File: src/rtl/core/scl_pkg.sv
// shared constants, types and keyword matcher function for the command line parser
// no dependencies
`timescale 1ns / 1ps

package scl_pkg;

	localparam int NUM_KEYS = 7;
	localparam int MAX_LINE = 100;
	localparam int LEN_W    = 8;
	localparam int PERIOD_W = 16;
	localparam int CODE_W   = 3;
	localparam int OUT_W    = 24;

	localparam logic [7:0] NEWLINE = 8'd10;
	localparam logic [7:0] CHAR_0  = 8'h30;
	localparam logic [7:0] CHAR_9  = 8'h39;

	localparam logic [2:0] KEY_SCALE_F = 3'd0;
	localparam logic [2:0] KEY_SCALE_C = 3'd1;
	localparam logic [2:0] KEY_PERIOD  = 3'd2;
	localparam logic [2:0] KEY_STOP    = 3'd3;
	localparam logic [2:0] KEY_START   = 3'd4;
	localparam logic [2:0] KEY_LOG     = 3'd5;
	localparam logic [2:0] KEY_OFF     = 3'd6;
	localparam logic [2:0] KEY_NONE    = 3'd7;

	localparam logic [CODE_W-1:0] CMD_SCALE_F = 3'd0;
	localparam logic [CODE_W-1:0] CMD_SCALE_C = 3'd1;
	localparam logic [CODE_W-1:0] CMD_PERIOD  = 3'd2;
	localparam logic [CODE_W-1:0] CMD_STOP    = 3'd3;
	localparam logic [CODE_W-1:0] CMD_START   = 3'd4;
	localparam logic [CODE_W-1:0] CMD_LOG     = 3'd5;
	localparam logic [CODE_W-1:0] CMD_OFF     = 3'd6;
	localparam logic [CODE_W-1:0] CMD_INVALID = 3'd7;

	localparam logic [7:0] KEY_CHR [NUM_KEYS][8] = '{
		'{"S", "C", "A", "L", "E", "=", "F", 8'h00},
		'{"S", "C", "A", "L", "E", "=", "C", 8'h00},
		'{"P", "E", "R", "I", "O", "D", "=", 8'h00},
		'{"S", "T", "O", "P", 8'h00, 8'h00, 8'h00, 8'h00},
		'{"S", "T", "A", "R", "T", 8'h00, 8'h00, 8'h00},
		'{"L", "O", "G", 8'h00, 8'h00, 8'h00, 8'h00, 8'h00},
		'{"O", "F", "F", 8'h00, 8'h00, 8'h00, 8'h00, 8'h00}
	};

	localparam logic [2:0] KEY_LEN [NUM_KEYS] = '{3'd7, 3'd7, 3'd7, 3'd4, 3'd5, 3'd3, 3'd3};

	typedef struct packed {
		logic [NUM_KEYS-1:0] found;
		logic [LEN_W-1:0]    len;
		logic                pfx_log;
		logic                pfx_period;
		logic                digits_ok;
		logic [PERIOD_W-1:0] acc;
	} scl_line_t;

	typedef struct packed {
		logic [CODE_W-1:0] code;
		logic              scale_we;
		logic              scale_val;
		logic              period_we;
		logic              stop_we;
		logic              stop_val;
		logic              off;
	} scl_cmd_t;

	// longest keyword prefix that ends the matched text followed by c
	function automatic logic [2:0] kw_advance(input logic [2:0] key, input logic [2:0] p,
			input logic [7:0] c);
		logic [2:0] res;
		logic       hit;
		logic       eq;
		int         len;
		int         pp;
		int         kk;
		int         j;
		len = int'(KEY_LEN[key]);
		pp  = int'(p);
		if (pp >= len) begin
			pp = len - 1;
		end
		res = 3'd0;
		hit = 1'b0;
		for (kk = 7; kk >= 1; kk--) begin
			if (!hit && kk <= pp + 1 && kk <= len) begin
				eq = (KEY_CHR[key][3'(kk - 1)] == c);
				for (j = 0; j < 6; j++) begin
					if (j < kk - 1) begin
						if (KEY_CHR[key][3'(j)] != KEY_CHR[key][3'(pp - kk + 1 + j)]) begin
							eq = 1'b0;
						end
					end
				end
				if (eq) begin
					res = 3'(kk);
					hit = 1'b1;
				end
			end
		end
		return res;
	endfunction

endpackage

File: src/rtl/core/sensor_command_line_parser.sv
// Sensor command line parser: takes one byte or button event per transfer and
// reports one result per newline. Depends on scl_pkg, scl_line and scl_cmd.
`timescale 1ns / 1ps

// Each input transfer is registered, then matched and decoded combinationally and
// the result lands in the output register, so one transfer is taken every clock
// while the output is free. Only a newline produces a result: a stalled output
// blocks newlines but not plain bytes or button presses. Configuration writes
// load the period or scale setting at once and should only be issued while the
// block is idle.

module sensor_command_line_parser (
	input  logic        clk,
	input  logic        arst_n,
	input  logic        s_tvalid,
	output logic        s_tready,
	input  logic [7:0]  s_tdata,   // rx_byte
	input  logic        s_tuser,   // action
	output logic        m_tvalid,
	input  logic        m_tready,
	// command_code[2:0], scale_celsius[3], sample_period[19:4], stopped[20],
	// shutdown_req[21], zero[23:22]
	output logic [23:0] m_tdata,
	input  logic        cfg_we,
	input  logic        cfg_index,
	input  logic [15:0] cfg_data
);
	import scl_pkg::*;

	logic                valid_s1;
	logic                action_s1;
	logic [7:0]          byte_s1;
	logic                nl_s1;
	logic                go_s1;
	logic                out_free;

	logic                scale_q;
	logic [PERIOD_W-1:0] period_q;
	logic                stop_q;
	logic                shutdown_q;

	logic                scale_n;
	logic [PERIOD_W-1:0] period_n;
	logic                stop_n;
	logic                shutdown_n;

	logic                out_valid_q;
	logic [CODE_W-1:0]   out_code_q;
	logic                out_scale_q;
	logic [PERIOD_W-1:0] out_period_q;
	logic                out_stop_q;
	logic                out_shutdown_q;

	scl_line_t line;
	scl_cmd_t  cmd;

	assign nl_s1    = valid_s1 && !action_s1 && (byte_s1 == NEWLINE);
	assign out_free = !out_valid_q || m_tready;
	assign go_s1    = valid_s1 && (!nl_s1 || out_free);
	assign s_tready = !valid_s1 || go_s1;

	always_ff @(posedge clk or negedge arst_n) begin
		if (!arst_n) begin
			valid_s1 <= 1'b0;
		end else if (s_tvalid && s_tready) begin
			valid_s1 <= 1'b1;
		end else if (go_s1) begin
			valid_s1 <= 1'b0;
		end
	end

	always_ff @(posedge clk) begin
		if (s_tvalid && s_tready) begin
			action_s1 <= s_tuser;
			byte_s1   <= s_tdata;
		end
	end

	scl_line u_line (
		.clk     (clk),
		.arst_n  (arst_n),
		.step    (go_s1 && !action_s1 && !nl_s1),
		.clr     (go_s1 && nl_s1),
		.rx_byte (byte_s1),
		.line    (line)
	);

	scl_cmd u_cmd (
		.line (line),
		.cmd  (cmd)
	);

	assign scale_n    = cmd.scale_we ? cmd.scale_val : scale_q;
	assign period_n   = cmd.period_we ? line.acc : period_q;
	assign stop_n     = cmd.stop_we ? cmd.stop_val : stop_q;
	assign shutdown_n = shutdown_q || cmd.off;

	always_ff @(posedge clk or negedge arst_n) begin
		if (!arst_n) begin
			scale_q    <= 1'b0;
			period_q   <= PERIOD_W'(1);
			stop_q     <= 1'b0;
			shutdown_q <= 1'b0;
		end else if (cfg_we) begin
			if (cfg_index) begin
				scale_q <= cfg_data[0];
			end else begin
				period_q <= cfg_data;
			end
		end else if (go_s1 && action_s1) begin
			shutdown_q <= 1'b1;
		end else if (go_s1 && nl_s1) begin
			scale_q    <= scale_n;
			period_q   <= period_n;
			stop_q     <= stop_n;
			shutdown_q <= shutdown_n;
		end
	end

	always_ff @(posedge clk or negedge arst_n) begin
		if (!arst_n) begin
			out_valid_q <= 1'b0;
		end else if (go_s1 && nl_s1) begin
			out_valid_q <= 1'b1;
		end else if (m_tready) begin
			out_valid_q <= 1'b0;
		end
	end

	always_ff @(posedge clk) begin
		if (go_s1 && nl_s1) begin
			out_code_q     <= cmd.code;
			out_scale_q    <= scale_n;
			out_period_q   <= period_n;
			out_stop_q     <= stop_n;
			out_shutdown_q <= shutdown_n;
		end
	end

	assign m_tvalid = out_valid_q;
	assign m_tdata  = {2'b00, out_shutdown_q, out_stop_q, out_period_q, out_scale_q, out_code_q};

endmodule

File: src/rtl/core/scl_line.sv
// per-line state: keyword matchers, line length, prefix flags and period digits
// depends on scl_pkg
`timescale 1ns / 1ps

module scl_line (
	input  logic              clk,
	input  logic              arst_n,
	input  logic              step,
	input  logic              clr,
	input  logic [7:0]        rx_byte,
	output scl_pkg::scl_line_t line
);
	import scl_pkg::*;

	logic [2:0]          prog_q [NUM_KEYS];
	logic [2:0]          prog_n [NUM_KEYS];
	logic [NUM_KEYS-1:0] hit;
	logic [NUM_KEYS-1:0] found_q;
	logic [LEN_W-1:0]    len_q;
	logic [LEN_W-1:0]    newlen;
	logic                pfx_log_q;
	logic                pfx_period_q;
	logic                digits_ok_q;
	logic [PERIOD_W-1:0] acc_q;
	logic [19:0]         acc10;
	logic [PERIOD_W-1:0] acc_sat;
	logic                is_digit;

	for (genvar i = 0; i < NUM_KEYS; i++) begin : g_key
		assign prog_n[i] = kw_advance(3'(i), prog_q[i], rx_byte);
		assign hit[i]    = (prog_n[i] >= KEY_LEN[i]);
	end

	assign newlen   = (len_q < LEN_W'(MAX_LINE)) ? len_q + LEN_W'(1) : LEN_W'(MAX_LINE);
	assign is_digit = (rx_byte >= CHAR_0) && (rx_byte <= CHAR_9);
	assign acc10    = 20'({acc_q, 3'b000}) + 20'({acc_q, 1'b0}) + 20'(rx_byte[3:0]);
	assign acc_sat  = (acc10[19:16] != 4'd0) ? {PERIOD_W{1'b1}} : acc10[15:0];

	always_ff @(posedge clk or negedge arst_n) begin
		if (!arst_n) begin
			for (int i = 0; i < NUM_KEYS; i++) begin
				prog_q[i] <= 3'd0;
			end
			found_q      <= '0;
			len_q        <= '0;
			pfx_log_q    <= 1'b0;
			pfx_period_q <= 1'b0;
			digits_ok_q  <= 1'b1;
			acc_q        <= '0;
		end else if (clr) begin
			for (int i = 0; i < NUM_KEYS; i++) begin
				prog_q[i] <= 3'd0;
			end
			found_q      <= '0;
			len_q        <= '0;
			pfx_log_q    <= 1'b0;
			pfx_period_q <= 1'b0;
			digits_ok_q  <= 1'b1;
			acc_q        <= '0;
		end else if (step) begin
			for (int i = 0; i < NUM_KEYS; i++) begin
				if (!found_q[i]) begin
					prog_q[i] <= prog_n[i];
					if (hit[i]) begin
						found_q[i] <= 1'b1;
					end
				end
			end
			if (!found_q[KEY_LOG] && hit[KEY_LOG] && newlen == LEN_W'(3)) begin
				pfx_log_q <= 1'b1;
			end
			if (!found_q[KEY_PERIOD] && hit[KEY_PERIOD] && newlen == LEN_W'(7)) begin
				pfx_period_q <= 1'b1;
			end
			if (len_q >= LEN_W'(7)) begin
				if (is_digit) begin
					acc_q <= acc_sat;
				end else begin
					digits_ok_q <= 1'b0;
				end
			end
			len_q <= newlen;
		end
	end

	assign line.found      = found_q;
	assign line.len        = len_q;
	assign line.pfx_log    = pfx_log_q;
	assign line.pfx_period = pfx_period_q;
	assign line.digits_ok  = digits_ok_q;
	assign line.acc        = acc_q;

endmodule

File: src/rtl/core/scl_cmd.sv
// end-of-line decode: picks the keyword by priority and validates the line
// depends on scl_pkg
`timescale 1ns / 1ps

module scl_cmd (
	input  scl_pkg::scl_line_t line,
	output scl_pkg::scl_cmd_t  cmd
);
	import scl_pkg::*;

	logic [2:0] pick;
	logic       len_ok;

	always_comb begin
		pick = KEY_NONE;
		for (int i = NUM_KEYS - 1; i >= 0; i--) begin
			if (line.found[i]) begin
				pick = 3'(i);
			end
		end
	end

	assign len_ok = (line.len <= LEN_W'(MAX_LINE - 2));

	always_comb begin
		cmd = '0;
		cmd.code = CMD_INVALID;
		if (len_ok) begin
			unique case (pick)
				KEY_SCALE_F: begin
					if (line.len == LEN_W'(7)) begin
						cmd.code      = CMD_SCALE_F;
						cmd.scale_we  = 1'b1;
						cmd.scale_val = 1'b0;
					end
				end
				KEY_SCALE_C: begin
					if (line.len == LEN_W'(7)) begin
						cmd.code      = CMD_SCALE_C;
						cmd.scale_we  = 1'b1;
						cmd.scale_val = 1'b1;
					end
				end
				KEY_PERIOD: begin
					if (line.pfx_period && line.digits_ok) begin
						cmd.code      = CMD_PERIOD;
						cmd.period_we = 1'b1;
					end
				end
				KEY_STOP: begin
					if (line.len == LEN_W'(4)) begin
						cmd.code     = CMD_STOP;
						cmd.stop_we  = 1'b1;
						cmd.stop_val = 1'b1;
					end
				end
				KEY_START: begin
					if (line.len == LEN_W'(5)) begin
						cmd.code     = CMD_START;
						cmd.stop_we  = 1'b1;
						cmd.stop_val = 1'b0;
					end
				end
				KEY_LOG: begin
					if (line.pfx_log) begin
						cmd.code = CMD_LOG;
					end
				end
				KEY_OFF: begin
					if (line.len == LEN_W'(3)) begin
						cmd.code = CMD_OFF;
						cmd.off  = 1'b1;
					end
				end
				default: begin
					cmd.code = CMD_INVALID;
				end
			endcase
		end
	end

endmodule

File: config.mk
export PLATFORM = sky130hd
export DESIGN_NAME = sensor_command_line_parser
export DESIGN_NICKNAME = d
export VERILOG_FILES = /design/src/rtl/core/scl_pkg.sv /design/src/rtl/core/sensor_command_line_parser.sv /design/src/rtl/core/scl_line.sv /design/src/rtl/core/scl_cmd.sv
export SDC_FILE = /design/constraint.sdc
export NUM_CORES = 1
export LEC_CHECK = 0
export BUFFER_PORTS_ARGS = -buffer_cell sky130_fd_sc_hd__buf_2
export CAP_MARGIN = 20
export CELL_PAD_IN_SITES_DETAIL_PLACEMENT = 1
export CELL_PAD_IN_SITES_GLOBAL_PLACEMENT = 1
export CORE_ASPECT_RATIO = 1.25
export CORE_MARGIN = 5
export CORE_UTILIZATION = 35
export CTS_BUF_LIST = sky130_fd_sc_hd__clkbuf_16
export DETAILED_ROUTE_END_ITERATION = 6
export PLACE_DENSITY = 0.7
export SETUP_SLACK_MARGIN = 0.5
export SYNTH_ARGS = -nofsm -noshare
export SYNTH_HDL_FRONTEND = slang
export SYNTH_SLANG_ARGS = --single-unit
File: constraint.sdc
create_clock -name clk -period 3.2 [get_ports clk]
set_clock_uncertainty 0.15 [all_clocks]
set_input_delay 0.16 -clock clk [delete_from_list [all_inputs] [get_ports clk]]
set_output_delay 0.16 -clock clk [all_outputs]
set_load 0.005 [all_outputs]
Word level (Yosys, flattened, before mapping)

Memory sizes are Yosys's and may differ from the RTL's.
Index checks and enable logic that the tools add are counted.

Add/sub/neg operators: 124
Order comparisons: 140
Equal/unequal tests: 122
Multiplexer cells: 505
Bitwise operators: 87
Reductions and logical operators: 108

Operators with widths:

| cell                                                                    | count |
|---|---|
| 8-bit two-way mux                                                       | 173 |
| 7-bit by 8-bit inequality test with 1-bit output (first input constant) | 76 |
| 4-bit by 32-bit <= comparator with 1-bit output (first input constant)  | 15 |
| 3-bit by 32-bit <= comparator with 1-bit output (first input constant)  | 14 |
| 3-bit by 4-bit >= comparator with 1-bit output (second input constant)  | 85 |
| 3-bit two-way mux                                                       | 90 |
| 3-bit inverter                                                          | 85 |
| 2-bit by 32-bit <= comparator with 1-bit output (first input constant)  | 7 |
| 1-bit two-way mux                                                       | 214 |
| 16-bit two-way mux                                                      | 10 |
| 3-bit by 2-bit adder with 3-bit output (second input constant)          | 51 |
| 3-bit adder (second input constant)                                     | 34 |
| 7-bit by 8-bit equality test with 1-bit output (first input constant)   | 12 |
| 8-bit inequality test (first input constant)                            | 9 |
| 3-bit subtractor (second input constant)                                | 15 |
| 1-bit logical AND                                                       | 43 |
| 21-bit two-way mux                                                      | 2 |
| 3-bit by 2-bit subtractor with 3-bit output (second input constant)     | 13 |
| 1-bit zero test                                                         | 35 |
| 8-bit by 3-bit equality test with 1-bit output (second input constant)  | 4 |
| 3-bit >= comparator (second input constant)                             | 10 |
| 3-bit by 1-bit adder with 4-bit output (second input constant)          | 7 |
| 3-bit case mux with 7 select lines                                      | 1 |
| 19-bit by 17-bit adder with 20-bit output                               | 1 |
| other kinds (29)                                                        | 80 |

Register bits after elaboration: 107
ROM bits: 5,440
Input port bits: 31
Output and inout port bits: 26
Word-level logic and storage cells: 1,197
Memories kept: 85

Memory list:

| name            | depth | width | rd ports | clocked after memory_dff | write ports | RTL line      | source |
|---|---|---|---|---|---|---|---|
| (no name shown) | 8     | 8     | 1        | 0                        | 0           | scl_pkg.sv:89 | `if (KEY_CHR[key][3'(j)] != KEY_CHR[key][3'(pp - kk + 1 + j)]) begin` |
| (no name shown) | 8     | 8     | 1        | 0                        | 0           | scl_pkg.sv:89 |  |
| (no name shown) | 8     | 8     | 1        | 0                        | 0           | scl_pkg.sv:89 |  |
| (no name shown) | 8     | 8     | 1        | 0                        | 0           | scl_pkg.sv:89 |  |
| (no name shown) | 8     | 8     | 1        | 0                        | 0           | scl_pkg.sv:89 |  |
| (no name shown) | 8     | 8     | 1        | 0                        | 0           | scl_pkg.sv:89 |  |
| +79 memories    | -     | -     | -        | -                        | -           | -             |  |

Logic depth before layout (Yosys ltp)

Gate-level depths: netlist of run 1.

Depth after elaboration: 52
Gate-level depth with buffers: 12
Gate-level depth less buffers: 12

By module

Synthesis of run 1 repeated with hierarchy kept, for this count alone.

Cells, all modules: 778
Area total of the unflattened synthesis: 7,850.0 sq um

Modules (own cells, without submodules):

| module                     | times used | cells each | area each (sq um) |
|---|---|---|---|
| scl_line                   | 1          | 594        | 5,154.9 |
| sensor_command_line_parser | 1          | 143        | 2,427.3 |
| scl_cmd                    | 1          | 41         | 267.8 |

Worst setup path before layout of run 1

Ideal clock, no wire load.

Path type: register to register
Start point: register byte_s1[3]
End point: register u_line.acc_q[11]
Arrival time: 2.776 ns
Required time: 2.924 ns
Path slack: 0.148 ns
Stages on the path, launching flop included: 10
Clock period less this slack: 3.052 ns
Path through: edfxtp_1 > fa_1 > ha_1 > a211oi_1 > nor4_1 > o311ai_0 > o2111a_1 > o211a_2 > buf_2 > a21oi_1

Longest elaborated chain between the ends: 9
Elaborated cells between the ends (all ways): 22
Classes of those cells: add/sub (1); order compare (2); eq/ne (1); mux (5); reduce/logical (13)

RTL lines:

| what                                                                                             | RTL line                         | source |
|---|---|---|
| from (decl)                                                                                      | sensor_command_line_parser.sv:32 | `logic [7:0] byte_s1;` |
| from (signal assigned)                                                                           | sensor_command_line_parser.sv:75 | `byte_s1 <= s_tdata;` |
| parallel branches: the longest is 9 deep, another holds 20-bit by 4-bit adder with 20-bit output | -                                |  |
| to (signal assigned)                                                                             | scl_line.sv:77                   | `acc_q <= acc_sat;` |
| to (decl)                                                                                        | scl_line.sv:24                   | `logic [PERIOD_W-1:0] acc_q;` |

Several ways; the timed one is not identified. The select of a mux whose other input is x is not followed.
A chain may end at the register's enable or synchronous reset.

Worst setup path after layout of run 1

Start point: register u_line.acc_q[2]
End point: register u_line.acc_q[4]

Longest elaborated chain between the ends: 8

RTL lines:

| what                                        | RTL line       | source |
|---|---|---|
| 19-bit by 17-bit adder with 20-bit output * | scl_line.sv:36 | `assign acc10 = 20'({acc_q, 3'b000}) + 20'({acc_q, 1'b0}) + 20'(rx_byte[3:0]);` |
| 20-bit by 4-bit adder with 20-bit output *  | scl_line.sv:36 |  |
| 4-bit nonzero test                          | scl_line.sv:37 | `assign acc_sat = (acc10[19:16] != 4'd0) ? {PERIOD_W{1'b1}} : acc10[15:0];` |
| 16-bit two-way mux *                        | scl_line.sv:37 |  |
| 16-bit two-way mux *                        | scl_line.sv:76 | `if (is_digit) begin` |
| 16-bit two-way mux *                        | scl_line.sv:75 | `if (len_q >= LEN_W'(7)) begin` |
| 16-bit two-way mux *                        | scl_line.sv:60 | `end else if (step) begin` |
| 16-bit two-way mux *                        | scl_line.sv:50 | `end else if (clr) begin` |

Every way passes the cells marked *; elsewhere a longest branch is shown, timed or not. The select of a mux whose other input is x is not followed.

==> results_dict.tcl, run 1 <==
set metrics [dict create \
    synth_area_per_cell_um2 9.46 \
    start_util_pct 35.5 \
    die_area_um2 24100 \
    placed_cell_area_um2 8010 \
    multi_input_area_um2 4750 \
    fmax_ghz 0.319 \
    hp-class "in -> reg" \
    synth_seq_cells 105 \
    setup_viol 0 \
    drv_cap 0 \
    die_x_um 140 \
    gr-usage-all-layers_pct 18.4 \
    endpoint_kind "register" \
    worst_pin_slew_ns 1.00 \
    port_buffers 54 \
    finalWirelength_um 23200 \
    clock_path_buffers 2 \
    seq_area_um2 2800 \
    grt_pass1_wl_um 35900 \
    rows 59 \
    cts_buffers 9 \
    maxSlewHeadroom_pct 33.0 \
    slew_viol_final 0 \
    cp_max_fo 8 \
    vias 6502 \
    ys_warn_count 0 \
    crit_top_cell "fa_2" \
    rsz0062_at_grt "true" \
    fin_crit_ns 3.14 \
    wire_per_inst_um 19.7 \
    place_ws_ns 0.0682 \
    synthesis.area_um2 7390 \
    path_clk_slew_ns 0.08 \
    critPathLaunchType "register" \
    layout.nets 1011 \
    antenna_found_initial 0 \
    diodes 0 \
    drt-initial-drc-count 280 \
    first_global_vias 6774 \
    critical_path.reg2reg.startpoint "u_line.acc_q[2]" \
    drive_gt1_share_pct 26.9 \
    max_stage_delay_ns 0.51 \
    grt_max_degree 75 \
    ys_seq_area_share_pct 37.7 \
    drcViolationCount 0 \
    arrival_ns 3.23 \
    place_congestion 0.845 \
    fillers 2376 \
    hold_path_startpoint "cfg_data[7]" \
    core-area_um2 20800 \
    synth_cell_types 79 \
    powerDensity_nw_per_um2 632 \
    synth_top_flop_cell "dfrtp_1" \
    crit_path_top_delay_cell "fa_2" \
    cp-startpoint "u_line.acc_q[2]" \
    status "complete, no violations" \
    finish.instance_area_um2 9380 \
    peakVddDrop_v 0.000327 \
    cts_tree "built" \
    area_delta_synth_final_pct 27.0 \
    h-tree-depth 3 \
    cp_cell_sequence "fa_2, fa_2, a211oi_4, o211ai_1, a21oi_2, mux2i_2, buf_4, o211a_4, a21oi_1" \
    globalRouteOverflowTotal 0 \
    hold_viol 0 \
    cts_root_buf "clkbuf_16" \
    synth-edff-count 31 \
    setup_ws_ns 0.0616 \
    hpwl_um 15800 \
    dr.pass1.iters 4 \
    num_io_pins 57 \
    crit_required_ns 3.30 \
    clk_latency_ns 0.36 \
    worst-setup-path-type "reg -> reg" \
    async_flop_share_pct 70.5 \
    numClockSinks 105 \
    synthCells 781 \
    period_share_pct 98.1 \
    viasPerCell 5.53 \
    power.leakage_nw 4.00 \
    drt.antenna.violating_nets 0 \
    die_h_um 172 \
]
-- through the flow --
stage | power [mW] | utilization (%) | hold WS, ns | TNS (ns) | cells
floorplan | 3.55 | - | -0.286 | 0 | 782
global placement | 4.14 | 38.5 | 0.188 | 0 | 1090
detailed placement | 4.20 | 38.5 | 0.191 | 0 | 1090
CTS | 5.61 | 43.0 | 0.0118 | 0 | 1151
global route | 6.32 | 45.1 | 0.0383 | -0.170 | 1176
finish | 5.93 | 45.1 | 0.0112 | 0 | 1176
-- power by group --
group | leakage (nW) | switching (mW) | total (mW) | internal, mW
Sequential | 1.16 | 0.293 | 1.89 | 1.60
Clock | 0.139 | 0.546 | 1.12 | 0.577
Combinational | 2.70 | 1.63 | 2.91 | 1.28
-- cell type report --
type	instances	area share, %
Clock buffer	10	2.67
Clock inverter	6	0.427
Inverter	45	1.83
Multi-Input combinational cell	593	50.6
Sequential cell	105	29.8
Tap cell	274	3.65
Timing Repair Buffer	143	11.0
-- worst paths after layout --
path | endpoint | slack [ns] | depth (start not counted)
hold reg to reg | shutdown_q | 0.35 | 1
min in group asynchronous | u_line.len_q[3] | 0.34 | 2
setup reg to reg | u_line.acc_q[4] | 0.06 | 9
max in group asynchronous | u_line.prog_q[15] | 1.83 | 2
setup / recovery | u_line.acc_q[4] | 0.06 | 9
hold / removal | period_q[7] | 0.01 | 3
-- layer usage --
| metal | global-route usage, % | part of all wire, % |
|---|---|---|
| met1 | 22.8 | 43 |
| met3 | 1.85 | 3.1 |
| met5 | 0 | 0 |
| met2 | 33.4 | 51 |
| met4 | 6.36 | 2.5 |
-- synthesized netlist by cell type, drive strengths merged, types with 5 or more instances --
cell type | n | share of area, %
o31ai | 5 | 0.51
nand2 | 48 | 2.4
ha | 81 | 14
nor2 | 70 | 3.6
xor2 | 7 | 0.83
nor4 | 12 | 1.1
nor3 | 22 | 1.7
nand4 | 12 | 1.0
or2 | 5 | 0.42
buf | 13 | 1.2
nor4b | 9 | 1.3
a21o | 7 | 0.71
o32ai | 6 | 0.71
xnor2 | 8 | 0.95
a21oi | 93 | 6.3
o21bai | 6 | 0.61
mux2i | 26 | 3.5
a211oi | 8 | 0.88
edfxtp | 31 | 13
nor2b | 9 | 0.76
a31oi | 6 | 0.51
inv | 45 | 2.3
nand3 | 19 | 1.3
mux2 | 17 | 2.6
nand2b | 8 | 0.68
clkbuf | 27 | 1.4
dfrtp | 72 | 24
nor3b | 5 | 0.51
a22o | 8 | 0.95
o21ai | 27 | 1.8
and3 | 7 | 0.59
-- what timing repair did --
action                     CTS  global route
hold buffers                25             0
pin swaps                   20            24
setup endpoints to repair   23            39
hold endpoints to repair    97             0
gates cloned                 1             0
resized for setup           51            49
setup buffers               19            25
-- worst max-delay path, delay by kind of cell, from the launching register on --
kind / cells / cell delay [ns]
AOI/OAI and AO/OA: 5 / 1.05
muxes: 1 / 0.28
DFF: 1 / 0.44
adders and majority gates: 2 / 0.95
buffers and inverters: 1 / 0.16
-- placed cells by master, fill, tap and decap left out, types with 8 or more instances in the layout --
cell	Yosys	layout
a21oi_1	93	76
a21oi_2	0	15
a22o_1	8	8
buf_2	5	53
buf_4	5	61
clkbuf_16	0	10
dfrtp_1	72	64
dfrtp_2	0	8
dlygate4sd3_1	0	25
edfxtp_1	31	31
ha_1	81	70
ha_4	0	9
inv_1	45	39
mux2_1	10	10
mux2i_1	26	24
nand2_1	48	45
nand3_1	19	18
nand4_1	12	12
nor2_1	69	67
nor3_1	20	17
o21ai_0	19	17
o21ai_1	8	9
xnor2_1	8	8
-- state kept, by name, indices dropped and copies added (netlist names) --
name	count
action_s1	1
byte_s1	8
m_tvalid	1
out_code_q	3
out_period_q	16
out_scale_q	1
out_shutdown_q	1
out_stop_q	1
period_q	16
scale_q	1
shutdown_q	1
stop_q	1
u_line.acc_q	16
u_line.digits_ok_q	1
u_line.found_q	7
u_line.len_q	8
u_line.pfx_log_q	1
u_line.pfx_period_q	1
u_line.prog_q	19
valid_s1	1
-- logic make-up after synthesis --
kind of cell	after synthesis	share of synthesized area [%]
compound gates	200	17.3
xor+xnor	15	1.78
fa+ha+maj	83	14.3
buf+inv	85	4.88
flops	105	37.7
mux	43	6.11
other cells	1	0.0508
simple gates	249	17.9
(Power assumes the default switching activity.)
==> run 2: changes to the inputs <==
--- a/config.mk
+++ b/config.mk
@@ -9,7 +9,6 @@
 export CAP_MARGIN = 20
 export CELL_PAD_IN_SITES_DETAIL_PLACEMENT = 1
 export CELL_PAD_IN_SITES_GLOBAL_PLACEMENT = 1
-export CORE_ASPECT_RATIO = 1.25
 export CORE_MARGIN = 5
 export CORE_UTILIZATION = 35
 export CTS_BUF_LIST = sky130_fd_sc_hd__clkbuf_16
==> run 2 against run 1 <==
Against the previous run:
- worst hold slack improved by 0.0058 ns
- count of clock-buffer cells in the layout fell by 1
- sequential power barely moved
- core utilization fell by 0.93 points
- critical path depth fell by 1
- non-clock buffer count fell by 18
- clock power fell by 6%
- sequential share of layout area rose by 0.51 points
- critical path type unchanged
- first-iteration DRC count rose by 5.4%
- cell area fell by 1.7%
- wire length fell by 4.0%
- largest power group unchanged
- critical endpoint is now u_line.acc_q[10]
- sequential cell count did not move
==> results_dict.tcl, run 2 (synthesized netlist as in run 1, its figures left out) <==
set metrics [dict create \
    drt.antenna.violating_nets 0 \
    drive_gt1_share_pct 24.4 \
    die_area_um2 24100 \
    totalPowerFinal_mw 5.74 \
    setup_ws_ns 0.201 \
    fmax_ghz 0.333 \
    port_buffers 54 \
    path_clk_slew_ns 0.08 \
    setup_viol 0 \
    maxSlewHeadroom_pct 56.1 \
    globalRouteOverflowTotal 0 \
    clk_latency_ns 0.35 \
    numClockSinks 105 \
    cp_max_fo 8 \
    grt_pass1_wl_um 35500 \
    drt-initial-drc-count 295 \
    clock_path_buffers 2 \
    fin_crit_ns 3.00 \
    regMostFlops "u_line.prog_q" \
    slew_viol_final 0 \
    die_x_um 155 \
    powerDensity_nw_per_um2 622 \
    area_delta_synth_final_pct 24.8 \
    grt_max_degree 75 \
    power.leakage_nw 3.90 \
    worst_pin_slew_ns 0.659 \
    max_stage_delay_ns 0.49 \
    multi_input_area_um2 4720 \
    h-tree-depth 3 \
    start_util_pct 35.4 \
    hold_viol 0 \
    crit_path_top_delay_cell "fa_2" \
    endpoint_kind "register" \
    whs_ns 0.0170 \
    gr-usage-all-layers_pct 18.1 \
    crit_top_cell "fa_2" \
    seq_area_um2 2790 \
    place_congestion 0.830 \
    cts_root_buf "clkbuf_16" \
    finalWirelength_um 22300 \
    critPathLaunchType "register" \
    arrival_ns 3.08 \
    final_common_cell "a21oi_1" \
    cts_buffers 9 \
    drcViolationCount 0 \
    rsz0062_at_grt "true" \
    crit_required_ns 3.28 \
    layout.nets 993 \
    rows 53 \
    finish.instance_area_um2 9220 \
    antenna_found_initial 1 \
    final_cell_mix "77 x a21oi_1, 72 x ha_1, 67 x nor2_1" \
    die_h_um 155 \
    place_ws_ns 0.0867 \
    first_global_vias 6596 \
    setup_tns_ns 0 \
    viasPerCell 5.51 \
    status "complete, no violations" \
    core-area_um2 20900 \
    period_share_pct 93.7 \
    largest_reg_flops 19 \
    hpwl_um 15800 \
    hp-class "in -> reg" \
    drv_cap 0 \
    peakVddDrop_v 0.000333 \
    num_io_pins 57 \
    cts_tree "built" \
    placed_cell_area_um2 8050 \
    dr.pass1.iters 5 \
    worst-setup-path-type "reg -> reg" \
    cp_cell_sequence "fa_2, fa_2, a211oi_4, o211ai_1, a21oi_2, mux2i_2, o211a_4, a21oi_1" \
    vias 6390 \
    fillers 2365 \
    wire_per_inst_um 19.2 \
]
-- run 2: changes by cell type in the layout (fill, tap and decap cells not counted), sizes merged --
cell,change
inv,-1
diode,+1
clkinv,+2
clkbuf,-1
buf,-18
-- run 2: critical path, delay by kind of cell, from the launching register on --
family | cells | cell delay (ns)
multiplexers | 1 | 0.34
flip-flops | 1 | 0.43
adder cells (fa/ha/maj) | 2 | 0.88
AO/OA/AOI/OAI | 5 | 1.09
-- run 2: metrics by stage --
stage,cells,util [%]
global placement,1095,38.5
CTS,1145,42.1
finish,1160,44.1
detailed placement,1095,38.5
floorplan,782,-
global route,1160,44.1
-- run 2: routing by layer --
metal	track usage [%]	wire, µm	vias to the layer above
li1	-	-	3056
met3	1.97	779	20
met2	31.4	11000	139
met1	24.2	10200	3175
met5	0	0	-
met4	4.21	289	0
-- run 2: repair_timing --
action                     CTS  global route
hold endpoints to repair    96             0
setup buffers                8            13
setup endpoints to repair   36            28
gates cloned                 1             0
resized for setup           36            57
hold buffers                25             0
pin swaps                   15            16
-- run 2: power breakdown --
group	total, mW	leakage [nW]	switching [mW]	internal (mW)
logic	2.81	2.62	1.60	1.21
registers	1.88	1.16	0.273	1.60
clock network	1.05	0.125	0.526	0.527
-- run 2: layout make-up --
class                           instances  area share, %
Multi-Input combinational cell        593           51.2
Antenna cell                            1         0.0271
Sequential cell                       105           30.3
Tap cell                              275           3.73
Inverter                               45           1.83
Timing Repair Buffer                  125           9.97
Clock buffer                            9           2.44
Clock inverter                          7          0.475
-- run 2: path summary, 6_finish.rpt --
| kind | start | cells after the start | endpoint | slack (ns) |
|---|---|---|---|---|
| hold reg to reg | shutdown_q | 1 | shutdown_q | 0.33 |
| hold / removal | cfg_data[12] | 3 | period_q[12] | 0.02 |
| setup reg to reg | u_line.acc_q[2] | 8 | u_line.acc_q[10] | 0.20 |
| max in group asynchronous | arst_n | 3 | period_q[0] | 2.18 |
| setup / recovery | u_line.acc_q[2] | 8 | u_line.acc_q[10] | 0.20 |
| min in group asynchronous | arst_n | 2 | u_line.acc_q[7] | 0.10 |
